$ cat config.mk
export PLATFORM = sky130hd
export DESIGN_NAME = c_source_token_scanner_core_flat
export DESIGN_NICKNAME = d
export VERILOG_FILES = /design/src/cstk_pkg.sv /design/src/cstk_if.sv /design/src/cstk_step.sv /design/src/c_source_token_scanner_core.sv /design/src/flat_wrapper.sv
export SDC_FILE = /design/constraint.sdc
export NUM_CORES = 1
export LEC_CHECK = 0
export BUFFER_PORTS_ARGS = -buffer_cell sky130_fd_sc_hd__buf_2
export CORE_UTILIZATION = 40
export DETAILED_ROUTE_END_ITERATION = 10
export PLACE_DENSITY = 0.68
export SETUP_SLACK_MARGIN = 0.1
export SYNTH_ARGS = -nofsm -noshare
export SYNTH_HDL_FRONTEND = slang
export SYNTH_HIERARCHICAL = 1
export SYNTH_SLANG_ARGS = --single-unit
export TNS_END_PERCENT = 50
$ cat constraint.sdc
create_clock -name i_clk -period 6.52 [get_ports i_clk]
set_input_delay 0 -clock i_clk [delete_from_list [all_inputs] [get_ports i_clk]]
set_output_delay 0 -clock i_clk [all_outputs]
set_load 0.02 [all_outputs]
$ cat src/cstk_pkg.sv
// ============================================================================
// cstk_pkg: shared definitions for the C source token scanner
// Widths, character codes, byte-role codes, class functions and the
// per-byte result structure.
// ============================================================================
package cstk_pkg;

    localparam int LINE_BITS = 24;
    localparam int WORD_BITS = 16;

    // Role that the current byte plays in the token stream.
    localparam logic [1:0] ROLE_SKIP  = 2'd0;
    localparam logic [1:0] ROLE_START = 2'd1;
    localparam logic [1:0] ROLE_CONT  = 2'd2;
    localparam logic [1:0] ROLE_END   = 2'd3;

    localparam logic [7:0] CH_DQUOTE    = 8'h22;
    localparam logic [7:0] CH_SQUOTE    = 8'h27;
    localparam logic [7:0] CH_NEWLINE   = 8'h0A;
    localparam logic [7:0] CH_CR        = 8'h0D;
    localparam logic [7:0] CH_TAB       = 8'h09;
    localparam logic [7:0] CH_SPACE     = 8'h20;
    localparam logic [7:0] CH_SLASH     = 8'h2F;
    localparam logic [7:0] CH_STAR      = 8'h2A;
    localparam logic [7:0] CH_BACKSLASH = 8'h5C;
    localparam logic [7:0] LEAD_MIN     = 8'h80;

    typedef struct packed {
        logic                 held_valid;
        logic                 held_role;
        logic                 token_closed;
        logic [WORD_BITS-1:0] closed_word_index;
        logic                 cur_decided;
        logic [1:0]           cur_role;
        logic [LINE_BITS-1:0] line_count;
    } t_result;

    // Characters that open an operator token from idle.
    function automatic logic op_start(input logic [7:0] b);
        logic hit;
        case (b) inside
            8'h7B, 8'h7D, 8'h3B, 8'h2C, 8'h25, 8'h21, 8'h5C,
            8'h2B, 8'h2D, 8'h2A, 8'h3D, 8'h3E, 8'h3C, 8'h26,
            8'h7E, 8'h5E, 8'h7C, 8'h3A, 8'h28, 8'h29: hit = 1'b1;
            default: hit = 1'b0;
        endcase
        return hit;
    endfunction

    // Characters that extend an open operator token.
    function automatic logic op_cont(input logic [7:0] b);
        logic hit;
        case (b) inside
            8'h21, 8'h25, 8'h3E, 8'h3C, 8'h3D, 8'h2B, 8'h2D, 8'h2A,
            8'h2F, 8'h26, 8'h7C, 8'h3A, 8'h7E, 8'h5E, 8'h5C: hit = 1'b1;
            default: hit = 1'b0;
        endcase
        return hit;
    endfunction

    function automatic logic word_delim(input logic [7:0] b);
        return (b == CH_DQUOTE) || (b == CH_SQUOTE) || (b == CH_NEWLINE) ||
               (b == CH_CR) || (b == CH_TAB) || (b == CH_SPACE) ||
               (b == CH_SLASH) || op_start(b);
    endfunction

endpackage

$ cat src/cstk_if.sv
// ============================================================================
// cstk channel interfaces
// Byte request channel into the scanner and result channel out of it.
// ============================================================================
interface cstk_in_if;
    import cstk_pkg::*;

    logic       valid;
    logic       ready;
    logic [7:0] data_byte;
    logic       end_of_input;

    modport source (output valid, output data_byte, output end_of_input, input ready);
    modport sink (input valid, input data_byte, input end_of_input, output ready);
endinterface

interface cstk_out_if;
    import cstk_pkg::*;

    logic                 valid;
    logic                 ready;
    logic                 held_valid;
    logic                 held_role;
    logic                 token_closed;
    logic [WORD_BITS-1:0] closed_word_index;
    logic                 cur_decided;
    logic [1:0]           cur_role;
    logic [LINE_BITS-1:0] line_count;

    modport source (
        output valid, output held_valid, output held_role, output token_closed,
        output closed_word_index, output cur_decided, output cur_role,
        output line_count, input ready
    );
    modport sink (
        input valid, input held_valid, input held_role, input token_closed,
        input closed_word_index, input cur_decided, input cur_role,
        input line_count, output ready
    );
endinterface

$ cat src/cstk_step.sv
// ============================================================================
// cstk_step: scanner state and single-byte step logic
// Holds the scan mode and counters, forms the result for the byte in the
// input register and updates the state when that byte moves on.
// ============================================================================
module cstk_step (
    input  logic              i_clk,
    input  logic              i_rst_n,
    input  logic              i_en,
    input  logic [7:0]        i_byte,
    input  logic              i_eoi,
    output cstk_pkg::t_result o_res
);
    import cstk_pkg::*;

    typedef enum logic [2:0] {
        M_IDLE  = 3'd0,
        M_WORD  = 3'd1,
        M_OPER  = 3'd2,
        M_DQ    = 3'd3,
        M_SQ    = 3'd4,
        M_LINE  = 3'd5,
        M_BLOCK = 3'd6
    } t_mode;

    t_mode                r_mode,  n_mode;
    logic                 r_star,  n_star;
    logic                 r_esc,   n_esc;
    logic                 r_trail, n_trail;
    logic                 r_trail_tok, n_trail_tok;
    logic                 r_slash, n_slash;
    logic [LINE_BITS-1:0] r_lines, n_lines;
    logic [WORD_BITS-1:0] r_word,  n_word;

    always_comb begin
        t_mode m;
        logic  in_tok;
        logic  do_close;
        logic  do_idle;

        o_res             = '0;
        o_res.cur_decided = 1'b1;
        o_res.cur_role    = ROLE_SKIP;
        n_mode      = r_mode;
        n_star      = r_star;
        n_esc       = r_esc;
        n_trail     = r_trail;
        n_trail_tok = r_trail_tok;
        n_slash     = r_slash;
        n_lines     = r_lines;
        n_word      = r_word;
        do_close    = 1'b0;
        do_idle     = 1'b0;
        m           = r_slash ? M_OPER : r_mode;
        in_tok      = (m == M_WORD) || (m == M_OPER) || (m == M_DQ) || (m == M_SQ);

        if (i_eoi) begin
            o_res.held_valid = r_slash;
            if (in_tok && !r_slash) begin
                o_res.token_closed      = 1'b1;
                o_res.closed_word_index = r_word;
            end
            o_res.line_count = r_lines;
            n_mode      = M_IDLE;
            n_star      = 1'b0;
            n_esc       = 1'b0;
            n_trail     = 1'b0;
            n_trail_tok = 1'b0;
            n_slash     = 1'b0;
            n_lines     = '0;
            n_word      = '0;
        end else begin
            if (r_trail) begin
                // Trail byte of a multi-byte character copies the lead's role.
                n_trail        = 1'b0;
                n_trail_tok    = 1'b0;
                o_res.cur_role = r_trail_tok ? ROLE_CONT : ROLE_SKIP;
            end else if (r_slash && i_byte == CH_SLASH) begin
                n_slash          = 1'b0;
                o_res.held_valid = 1'b1;
                n_mode           = M_LINE;
            end else if (r_slash && i_byte == CH_STAR) begin
                n_slash          = 1'b0;
                o_res.held_valid = 1'b1;
                n_mode           = M_BLOCK;
                n_star           = 1'b0;
            end else begin
                if (r_slash) begin
                    // The held slash turns out to start an operator token.
                    n_slash          = 1'b0;
                    o_res.held_valid = 1'b1;
                    o_res.held_role  = 1'b1;
                    n_mode           = M_OPER;
                end
                if ((m == M_DQ || m == M_SQ) && r_esc) begin
                    n_esc          = 1'b0;
                    o_res.cur_role = ROLE_CONT;
                end else if (i_byte >= LEAD_MIN && m != M_IDLE && m <= M_BLOCK) begin
                    n_trail        = 1'b1;
                    n_trail_tok    = in_tok;
                    o_res.cur_role = in_tok ? ROLE_CONT : ROLE_SKIP;
                end else begin
                    case (m)
                        M_LINE: begin
                            if (i_byte == CH_NEWLINE) begin
                                n_lines = r_lines + 1'b1;
                                n_word  = '0;
                                n_mode  = M_IDLE;
                            end
                        end
                        M_BLOCK: begin
                            if (i_byte == CH_STAR) begin
                                n_star = 1'b1;
                            end else if (i_byte == CH_SLASH) begin
                                if (r_star) begin
                                    n_star = 1'b0;
                                    n_mode = M_IDLE;
                                end
                            end else begin
                                n_star = 1'b0;
                            end
                        end
                        M_DQ, M_SQ: begin
                            if (i_byte == CH_BACKSLASH) begin
                                n_esc          = 1'b1;
                                o_res.cur_role = ROLE_CONT;
                            end else if ((m == M_DQ && i_byte == CH_DQUOTE) ||
                                         (m == M_SQ && i_byte == CH_SQUOTE)) begin
                                o_res.cur_role = ROLE_END;
                                do_close       = 1'b1;
                                n_mode         = M_IDLE;
                            end else begin
                                o_res.cur_role = ROLE_CONT;
                            end
                        end
                        M_OPER: begin
                            if (op_cont(i_byte)) begin
                                o_res.cur_role = ROLE_CONT;
                            end else begin
                                do_close = 1'b1;
                                do_idle  = 1'b1;
                            end
                        end
                        M_WORD: begin
                            if (word_delim(i_byte)) begin
                                do_close = 1'b1;
                                do_idle  = 1'b1;
                            end else begin
                                o_res.cur_role = ROLE_CONT;
                            end
                        end
                        default: do_idle = 1'b1;
                    endcase
                end

                if (do_close) begin
                    o_res.token_closed      = 1'b1;
                    o_res.closed_word_index = r_word;
                    if (r_word != '1) begin
                        n_word = r_word + 1'b1;
                    end
                end

                if (do_idle) begin
                    n_mode = M_IDLE;
                    if (i_byte >= LEAD_MIN) begin
                        n_trail     = 1'b1;
                        n_trail_tok = 1'b0;
                    end else if (i_byte == CH_DQUOTE || i_byte == CH_SQUOTE) begin
                        n_mode         = (i_byte == CH_DQUOTE) ? M_DQ : M_SQ;
                        n_esc          = 1'b0;
                        o_res.cur_role = ROLE_START;
                    end else if (i_byte == CH_NEWLINE) begin
                        n_lines = r_lines + 1'b1;
                        n_word  = '0;
                    end else if (i_byte == CH_CR || i_byte == CH_TAB ||
                                 i_byte == CH_SPACE) begin
                        o_res.cur_role = ROLE_SKIP;
                    end else if (i_byte == CH_SLASH) begin
                        n_slash           = 1'b1;
                        o_res.cur_decided = 1'b0;
                    end else if (op_start(i_byte)) begin
                        n_mode         = M_OPER;
                        o_res.cur_role = ROLE_START;
                    end else begin
                        n_mode         = M_WORD;
                        o_res.cur_role = ROLE_START;
                    end
                end
            end
            o_res.line_count = n_lines;
        end
    end

    always_ff @(posedge i_clk) begin
        if (!i_rst_n) begin
            r_mode      <= M_IDLE;
            r_star      <= 1'b0;
            r_esc       <= 1'b0;
            r_trail     <= 1'b0;
            r_trail_tok <= 1'b0;
            r_slash     <= 1'b0;
            r_lines     <= '0;
            r_word      <= '0;
        end else if (i_en) begin
            r_mode      <= n_mode;
            r_star      <= n_star;
            r_esc       <= n_esc;
            r_trail     <= n_trail;
            r_trail_tok <= n_trail_tok;
            r_slash     <= n_slash;
            r_lines     <= n_lines;
            r_word      <= n_word;
        end
    end

endmodule

$ cat src/c_source_token_scanner_core.sv
// ============================================================================
// c_source_token_scanner_core: C source token boundary scanner
// Input register, single-pass step logic and a result register.
// ============================================================================
// The scanner takes one source byte per request on i_in and returns exactly
// one result per request on o_out, in order. Each result tells whether a token
// closed before or with the byte, the role of the byte, whether a held slash
// was resolved, and the running line count.
// A request with end_of_input set closes any open token, drops a held slash
// and returns all scanner state to its reset value after its result.
// A byte accepted on i_in sits in the input register; its result is loaded
// into the output register once the output is free and is shown from then
// on. Throughput is one byte per clock while the receiver does not stall,
// set by the step logic between the two registers and the state it updates.
// When the receiver stalls, the result stays in the output register and one
// more byte may wait in the input register; after that i_in.ready falls.
// i_rst_n is synchronous and active low; it empties both registers and
// clears the mode, the line count and the word index.
// ============================================================================
module c_source_token_scanner_core (
    input  logic       i_clk,
    input  logic       i_rst_n,
    cstk_in_if.sink    i_in,
    cstk_out_if.source o_out
);
    import cstk_pkg::*;

    logic       r_in_valid;
    logic [7:0] r_in_byte;
    logic       r_in_eoi;
    logic       r_out_valid;
    t_result    r_out;
    t_result    step_res;
    logic       out_free;
    logic       step_fire;

    assign out_free  = !r_out_valid || o_out.ready;
    assign step_fire = r_in_valid && out_free;
    assign i_in.ready = !r_in_valid || out_free;

    always_ff @(posedge i_clk) begin
        if (!i_rst_n) begin
            r_in_valid <= 1'b0;
        end else if (i_in.ready) begin
            r_in_valid <= i_in.valid;
        end
    end

    always_ff @(posedge i_clk) begin
        if (i_in.valid && i_in.ready) begin
            r_in_byte <= i_in.data_byte;
            r_in_eoi  <= i_in.end_of_input;
        end
    end

    cstk_step u_step (
        .i_clk   (i_clk),
        .i_rst_n (i_rst_n),
        .i_en    (step_fire),
        .i_byte  (r_in_byte),
        .i_eoi   (r_in_eoi),
        .o_res   (step_res)
    );

    always_ff @(posedge i_clk) begin
        if (!i_rst_n) begin
            r_out_valid <= 1'b0;
        end else if (out_free) begin
            r_out_valid <= r_in_valid;
        end
    end

    always_ff @(posedge i_clk) begin
        if (step_fire) begin
            r_out <= step_res;
        end
    end

    assign o_out.valid             = r_out_valid;
    assign o_out.held_valid        = r_out.held_valid;
    assign o_out.held_role         = r_out.held_role;
    assign o_out.token_closed      = r_out.token_closed;
    assign o_out.closed_word_index = r_out.closed_word_index;
    assign o_out.cur_decided       = r_out.cur_decided;
    assign o_out.cur_role          = r_out.cur_role;
    assign o_out.line_count        = r_out.line_count;

`ifndef NO_ASSERTIONS
    // A byte held as a possible comment opener has no role yet.
    a_undecided_skip: assert property (@(posedge i_clk) disable iff (!i_rst_n)
        (r_out_valid && !r_out.cur_decided) |-> (r_out.cur_role == ROLE_SKIP))
        else $error("undecided byte carries a role");

    // A slash role is only reported together with its resolution.
    a_held_role: assert property (@(posedge i_clk) disable iff (!i_rst_n)
        (r_out_valid && r_out.held_role) |-> r_out.held_valid)
        else $error("held slash role without resolution");

    // A waiting input byte is neither lost nor changed while the output stalls.
    a_in_hold: assert property (@(posedge i_clk) disable iff (!i_rst_n)
        (r_in_valid && !step_fire) |=>
            (r_in_valid && $stable(r_in_byte) && $stable(r_in_eoi)))
        else $error("input register changed while stalled");

    // Outside end of input the line count holds or moves forward by one.
    a_line_step: assert property (@(posedge i_clk) disable iff (!i_rst_n)
        (step_fire && !r_in_eoi) |->
            (step_res.line_count == u_step.r_lines ||
             step_res.line_count == LINE_BITS'(u_step.r_lines + 1'b1)))
        else $error("line count mismatch");
`endif

endmodule
$ cat src/flat_wrapper.sv
// flat-port wrapper written by rule: the top's interface ports become plain ports
module c_source_token_scanner_core_flat import cstk_pkg::*;
  (i_clk, i_rst_n, i_in_valid, i_in_data_byte, i_in_end_of_input, i_in_ready, o_out_valid, o_out_held_valid, o_out_held_role, o_out_token_closed, o_out_closed_word_index, o_out_cur_decided, o_out_cur_role, o_out_line_count, o_out_ready);
  cstk_in_if i_in_i ();
  cstk_out_if o_out_i ();
  input  logic i_clk;
  input  logic i_rst_n;
  input wire logic [$bits(i_in_i.valid)-1:0] i_in_valid;
  input wire logic [$bits(i_in_i.data_byte)-1:0] i_in_data_byte;
  input wire logic [$bits(i_in_i.end_of_input)-1:0] i_in_end_of_input;
  output wire logic [$bits(i_in_i.ready)-1:0] i_in_ready;
  output wire logic [$bits(o_out_i.valid)-1:0] o_out_valid;
  output wire logic [$bits(o_out_i.held_valid)-1:0] o_out_held_valid;
  output wire logic [$bits(o_out_i.held_role)-1:0] o_out_held_role;
  output wire logic [$bits(o_out_i.token_closed)-1:0] o_out_token_closed;
  output wire logic [$bits(o_out_i.closed_word_index)-1:0] o_out_closed_word_index;
  output wire logic [$bits(o_out_i.cur_decided)-1:0] o_out_cur_decided;
  output wire logic [$bits(o_out_i.cur_role)-1:0] o_out_cur_role;
  output wire logic [$bits(o_out_i.line_count)-1:0] o_out_line_count;
  input wire logic [$bits(o_out_i.ready)-1:0] o_out_ready;
  assign i_in_i.valid = i_in_valid;
  assign i_in_i.data_byte = i_in_data_byte;
  assign i_in_i.end_of_input = i_in_end_of_input;
  assign i_in_ready = i_in_i.ready;
  assign o_out_valid = o_out_i.valid;
  assign o_out_held_valid = o_out_i.held_valid;
  assign o_out_held_role = o_out_i.held_role;
  assign o_out_token_closed = o_out_i.token_closed;
  assign o_out_closed_word_index = o_out_i.closed_word_index;
  assign o_out_cur_decided = o_out_i.cur_decided;
  assign o_out_cur_role = o_out_i.cur_role;
  assign o_out_line_count = o_out_i.line_count;
  assign o_out_i.ready = o_out_ready;
  c_source_token_scanner_core u_core (.i_clk(i_clk), .i_rst_n(i_rst_n), .i_in(i_in_i), .o_out(o_out_i));
endmodule
==> impl_results.md, run 1 <==
* Total grt overflow at 0
* Synth Area in Compound Gates at 19.3%
* Final worst path period share at 56.4%
* Ys flop type: edfxtp_1
* CTS sink count at 105
* Total Routing Usage GR at 20.3%
* Fmax at 272 MHz
* DRC violations left at 0
* Avg Vias per Cell at 5.83
* Sum of negative setup slack at 0 ns
* Mapped Cells at 629
* Syn Area/Cell at 9.37 sq um
* Clk root buf: clkbuf_16
* Lkg Pwr at 2.29 nW
* Pin count of the biggest net entering global routing at 63
* Max-slew violation count at 0
* Setup slack at placement at 2.91 ns
* Worst hold path cell count at 3
* Ant diodes at 0
* Post-Synth XOR/XNOR Area at 4.46%
* Clock skew at 0.0110 ns
* Crit-path cells: or4b_4, nor3_2, and3_1, o211a_1, nor2_1, a2bb2oi_1, nand2_1, o211ai_1, o31ai_1
* Clk_lat worst skew at 0.36 ns
* Worst EP required at 6.77 ns
* Post-synth EDFFs at 55
* Area Growth Syn to Fin at 13.7%
* Post-layout util at 47.3%
* Maximum VDD drop at 180 uV
* Total number of vias at 5,068
* Commonest non-fill, non-tap cells in the layout: nand2_1, buf_2, edfxtp_1
* Post-synthesis sequential area ratio at 45.0%
* Vias in the first global route at 4,770
* Setup Crit Path Kind: flop to flop
* Die W at 123 um
* Die height at 123 um
* Std-Cell Rows at 43
* FILL cells at 1,359
* Area of the core at 14,100 sq um
* Yosys warning count at 6
* Adder-Cell Fraction of Synth Area at 0.594%
* Detail Placement HPWL at 9920 um
* Count of state elements after synthesis at 105
* Initial antenna violation count at 0
* WP data arrival at 3.92 ns
* Layout net count at 700
* Initial core utilization at 41.6%
* Slew margin rel. at 38.6%
* WP depth at 9
* CP top delay family: simple AND/OR/NAND/NOR gates
* Fraction of registers with async set/reset at 0%
* GP Congestion at 0.862
* H-tree levels at 3
* Cell area after layout at 6700 sq um
* Mapped Area at 5890 sq um
* Register area at 2650 sq um
* Port bufs at 60
* Synth Area in Simple Gates at 26.7%
* Worst setup margin at 2.85 ns
* Crit-path max FO at 19
* Multi-input logic area at 3040 sq um
* Class of the worst hold path: input port to flop
* Crit path launch type: flop
* DRT iter0 DRCs at 566
* First-pass GRT wire length at 23,900 um
* Fin. Hold Viols at 0
* CTS tree: yes
* Synth cell types at 86
* Outcome: finished, final reports clean
* Setup violation total in the final timing report at 0
* Power Dens Cells at 204 nW/um^2
* Wire length per cell at 16.9 um
* Clk buf depth at 2
* Crit-path slowest cell: edfxtp_1
* Post-CTS setup buffers at 0
* Worst slew pin tran at 0.914 ns
* Layout cell share with drive strength beyond 1 at 16.8%
* RSZ-0062 raised after global routing: false
* Most common cell after layout, fill and taps aside: nand2_1
* CTS buffer count at 9
* Pre-antenna DRT Iters at 5
* Post-route minimum period at 3.67 ns
* Clock-pin slew on the worst setup and hold paths at 0.07 ns
* Max-Cap Viols at 0
* DIE AREA at 15,200 sq um
* WL final at 14,700 um
* Largest family of logic cells by synthesized area: simple AND/OR/NAND/NOR gates
* Placement-stage cell area at 6290 sq um
* Buf/Inv on CP at 0
* Endpoint class of the critical path: flop
* Mux cell area share after synthesis at 0.361%
* IO Pins at 61
* Worst reg-to-reg path cell count at 9
* Post-Syn Nets at 644
* Critical path's largest stage delay at 0.70 ns
* Detail Route Antenna Nets at 0
[flip-flops by register name, summed over array words and instances (netlist names)]
register                        count
u_core/u_step/r_star                1
u_core/o_out.token_closed           1
u_core/o_out.valid                  1
u_core/o_out.cur_decided            1
u_core/u_step/r_esc                 1
u_core/u_step/r_word               16
u_core/u_step/r_trail_tok           1
u_core/r_in_byte                    8
u_core/u_step/r_mode                3
u_core/u_step/r_lines              24
u_core/o_out.cur_role               2
u_core/r_in_eoi                     1
u_core/o_out.held_valid             1
u_core/u_step/r_trail               1
u_core/r_in_valid                   1
u_core/o_out.line_count            24
u_core/o_out.held_role              1
u_core/o_out.closed_word_index     16
u_core/u_step/r_slash               1
[logic make-up (layout without fill, tap and decap cells)]
| kind of cell | count (synthesis) | count (layout) |
|---|---|---|
| simple gates | 280 | 280 |
| compound gates | 163 | 163 |
| flops | 105 | 105 |
| buf+inv | 46 | 107 |
| xor+xnor | 30 | 30 |
| fa+ha+maj | 3 | 3 |
| mux | 2 | 2 |
[Yosys cell counts (4+ instances only)]
master,count,share of area (%)
nor2_1,50,3.2
xnor2_1,13,1.9
o21a_1,6,0.76
xor2_1,17,2.5
nor3_1,20,1.7
a21oi_1,32,2.7
a31oi_1,8,0.85
nand4_1,6,0.64
edfxtp_1,55,28
nor4_1,8,0.85
dfxtp_1,50,17
o21ai_0,32,2.7
nand3b_1,4,0.51
nand2b_1,13,1.4
and2_1,20,2.1
and3_1,11,1.2
buf_2,10,0.85
o211ai_1,15,1.9
nor2b_1,5,0.53
nand2_1,64,4.1
a211oi_1,6,0.76
o31ai_1,15,1.9
or3_1,5,0.53
nand3_1,28,2.4
inv_1,17,1.1
clkbuf_1,15,0.96
or4_1,6,0.76
or2_2,5,0.53
[timing repair]
action / in CTS / in global routing
setup endpoints to repair: 0 / 0
hold buffers: 12 / 0
gates resized for setup: 0 / 0
hold endpoints to repair: 11 / 0
[through the flow]
stage,power [mW],std cells,hold WS (ns)
finish,1.36,870,0.0867
global route,1.41,870,0.0901
CTS,1.38,870,0.0718
detailed placement,0.848,842,0.178
global placement,0.846,842,0.178
floorplan,0.815,629,0.0989
[worst paths after layout]
path	from	end	slack, ns
max reg2reg	u_core/r_in_byte[7]$_DFFE_PP_	u_core/u_step/r_word[7]$_SDFFE_PN0P_	2.85
max	u_core/r_in_byte[7]$_DFFE_PP_	u_core/u_step/r_word[7]$_SDFFE_PN0P_	2.85
min	i_rst_n	u_core/u_step/r_trail_tok$_SDFFE_PN0P_	0.09
min reg2reg	u_core/u_step/r_lines[23]$_SDFFE_PN0P_	u_core/u_step/r_lines[23]$_SDFFE_PN0P_	0.52
[where the power goes]
part | leakage [nW] | internal (mW) | switching (mW)
combinational | 1.25 | 0.0364 | 0.0743
sequential | 0.906 | 0.711 | 0.0175
clock | 0.136 | 0.266 | 0.259
[worst reg2reg max path, cell delays in order (launching register included)]
cell and delay [ns]:
edfxtp_1 0.70, or4b_4 0.69, nor3_2 0.33, and3_1 0.20
o211a_1 0.18, nor2_1 0.07, a2bb2oi_1 0.68, nand2_1 0.35
o211ai_1 0.28, o31ai_1 0.10
[final cells by class]
cell class              count  share of cell area, %
well taps                 180                   3.36
flip-flops and latches    105                   39.6
clock inverters             7                  0.897
inverters                  17                  0.953
repair buffers             74                   6.50
clock buffers               9                   3.36
multi-input cells         478                   45.3
[routing by layer]
layer	share of wire, %	global-route usage, %	vias to the layer above
li1	-	-	2461
met1	45	26.6	2400
met2	47	32.7	181
met3	5.7	4.80	26
met4	2.1	6.63	0
met5	0	0	-
Note: power is estimated with default switching activity, not from simulation.
==> run 2, diff against run 1 <==
==> constraint.sdc (replaced) <==
create_clock -name i_clk -period 3.74 [get_ports i_clk]
set_input_delay 0 -clock i_clk [delete_from_list [all_inputs] [get_ports i_clk]]
set_output_delay 0 -clock i_clk [all_outputs]
set_load 0.02 [all_outputs]
==> impl_results.md, run 2 (synthesized netlist as in run 1, its figures left out) <==
* Outcome: finished, final reports clean
* GP Congestion at 0.900 (+4.4%)
* Initial core utilization at 41.6% (unchanged)
* Hold buffers post-CTS at 11 (-1)
* CTS tree: yes
* DRC violations left at 0 (unchanged)
* CTS sink count at 105 (unchanged)
* First-pass GRT wire length at 23,900 um (+0.40%)
* Crit-path max FO at 20 (+1)
* Worst setup margin at 0.464 ns (-2.38 ns)
* Post-CTS resize count at 0 (unchanged)
* Vias in the first global route at 4,836 (+1.4%)
* Total grt overflow at 0 (unchanged)
* Layout net count at 706 (+0.86%)
* Commonest non-fill, non-tap cells in the layout: nand2_1, buf_2, edfxtp_1
* Post-CTS setup buffers at 0 (unchanged)
* Critical path's largest stage delay at 0.76 ns (+0.06 ns)
* Setup slack at placement at 0.499 ns (-2.42 ns)
* Met2 Usage GRT at 32.7% (+0.035 points)
* Class of the worst hold path: input port to flop
* Final worst path period share at 87.6% (+31 points)
* Sum of negative setup slack at 0 ns (unchanged)
* Die W at 123 um (unchanged)
* Clk root buf: clkbuf_16
* Busiest layer in global routing: met2
* Max-slew violation count at 0 (unchanged)
* GR Layer Usage met3 at 3.78% (-1.0 points)
* Clk buf depth at 2 (unchanged)
* Pin count of the biggest net entering global routing at 52 (-17%)
* Worst EP required at 3.95 ns (-2.82 ns)
* Fin. Hold Viols at 0 (unchanged)
* Total Routing Usage GR at 20.4% (+0.097 points)
* Post-route minimum period at 3.28 ns (-0.399 ns)
* Clk_lat worst skew at 0.36 ns (about the same)
* Clock skew at 0.0103 ns (-0.000663 ns)
* CP top delay family: compound AO/OA/AOI/OAI gates
* Maximum VDD drop at 216 uV (+20%)
* Clock-pin slew on the worst setup and hold paths at 0.07 ns (about the same)
* Power Dens Cells at 353 nW/um^2 (+73%)
* Met1 usage at 27.2% (+0.54 points)
* Buf/Inv on CP at 0 (unchanged)
* Ant diodes at 0 (unchanged)
* Port bufs at 60 (unchanged)
* Most common cell after layout, fill and taps aside: nand2_1
* Initial antenna violation count at 0 (unchanged)
* WP data arrival at 3.48 ns (-0.44 ns)
* WL final at 14,600 um (-0.49%)
* Area of the core at 14,100 sq um (unchanged)
* Fmax at 305 MHz (+12%)
* Pre-antenna DRT Iters at 7 (+2)
* Max-Cap Viols at 0 (unchanged)
* Setup violation total in the final timing report at 0 (unchanged)
* CTS buffer count at 9 (unchanged)
* Placement-stage cell area at 6350 sq um (+0.83%)
* Wire length per cell at 16.7 um (-1.2%)
* Setup Crit Path Kind: flop to flop
* Most frequent CP cell: a21oi_1
* Avg Vias per Cell at 5.84 (+0.28%)
* Worst slew pin tran at 0.853 ns (-0.0607 ns)
* Std-Cell Rows at 43 (unchanged)
* Layout cell share with drive strength beyond 1 at 17.7% (+0.86 points)
* Cell area after layout at 6750 sq um (+0.69%)
* Area Growth Syn to Fin at 14.5%
* DIE AREA at 15,200 sq um (unchanged)
* Slew margin rel. at 43.1% (+4.5 points)
* Die height at 123 um (unchanged)
* Lkg Pwr at 2.33 nW (+1.6%)
* Total number of vias at 5,117 (+0.97%)
* Crit-path slowest cell: edfxtp_1
* Detail Route Antenna Nets at 0 (unchanged)
* IO Pins at 61 (unchanged)
* H-tree levels at 3 (unchanged)
* Crit path launch type: flop
* Endpoint class of the critical path: flop
* Detail Placement HPWL at 10,200 um (+3.1%)
* DRT iter0 DRCs at 423 (-25%)
* Crit-path cells: nand2b_1, o32a_1, a2111oi_4, nor4b_2, nor2_1, a21oi_1, a31oi_1, o21ai_0, a21oi_1
* RSZ-0062 raised after global routing: false
==> run 2: changes by cell type in the layout (fill, tap and decap cells not counted), sizes merged <==
cell         before  now
buf              62   69
clkinv            1    3
clkinvlp          2    1
dlygate4sd3      12   11
inv              21   20
==> run 2: worst register-to-register path, cell delays in order (launching register included) <==
cell,delay [ns]
edfxtp_1,0.76
nand2b_1,0.31
o32a_1,0.24
a2111oi_4,0.10
nor4b_2,0.52
nor2_1,0.21
a21oi_1,0.57
a31oi_1,0.17
o21ai_0,0.18
a21oi_1,0.08
==> run 2: final timing paths <==
check | start | cells after the start | slack, ns | to
hold reg to reg | u_core/u_step/r_word[1]$_SDFFE_PN0P_ | 2 | 0.51 | u_core/u_step/r_word[1]$_SDFFE_PN0P_
setup reg to reg | u_core/r_in_byte[3]$_DFFE_PP_ | 9 | 0.46 | u_core/u_step/r_lines[17]$_SDFFE_PN0P_
hold / removal | o_out_ready | 3 | 0.02 | u_core/o_out.valid$_SDFFE_PN0P_
setup / recovery | u_core/r_in_byte[3]$_DFFE_PP_ | 9 | 0.46 | u_core/u_step/r_lines[17]$_SDFFE_PN0P_
==> run 2: power by group <==
group | internal, mW | switching (mW)
sequential | 1.24 | 0.0282
combinational | 0.0650 | 0.132
clock | 0.464 | 0.454
==> run 2: final cells by class <==
type                            instances  area (sq um)
Inverter                               17          63.8
Multi-Input combinational cell        478          3040
Sequential cell                       105          2650
Timing Repair Buffer                   80           478
Clock buffer                            9           225
Clock inverter                          7          63.8
Tap cell                              180           225
Fill cell                            1324          7400
==> run 2: routing by layer <==
layer	share of wire, %	vias up
li1	-	2470
met1	46	2446
met2	47	181
met3	5.1	20
met4	1.9	0
met5	0	-
==> run 2: metrics by stage <==
step                      hold slack [ns]  power (mW)  cells  util [%]
after floorplan                    0.0989        1.42    629         -
after global placement              0.178        1.48    849      44.8
after detailed placement            0.178        1.48    849      44.8
after CTS                         0.00690        2.40    876      47.7
after global routing               0.0191        2.47    876      47.7
final                              0.0151        2.38    876      47.7
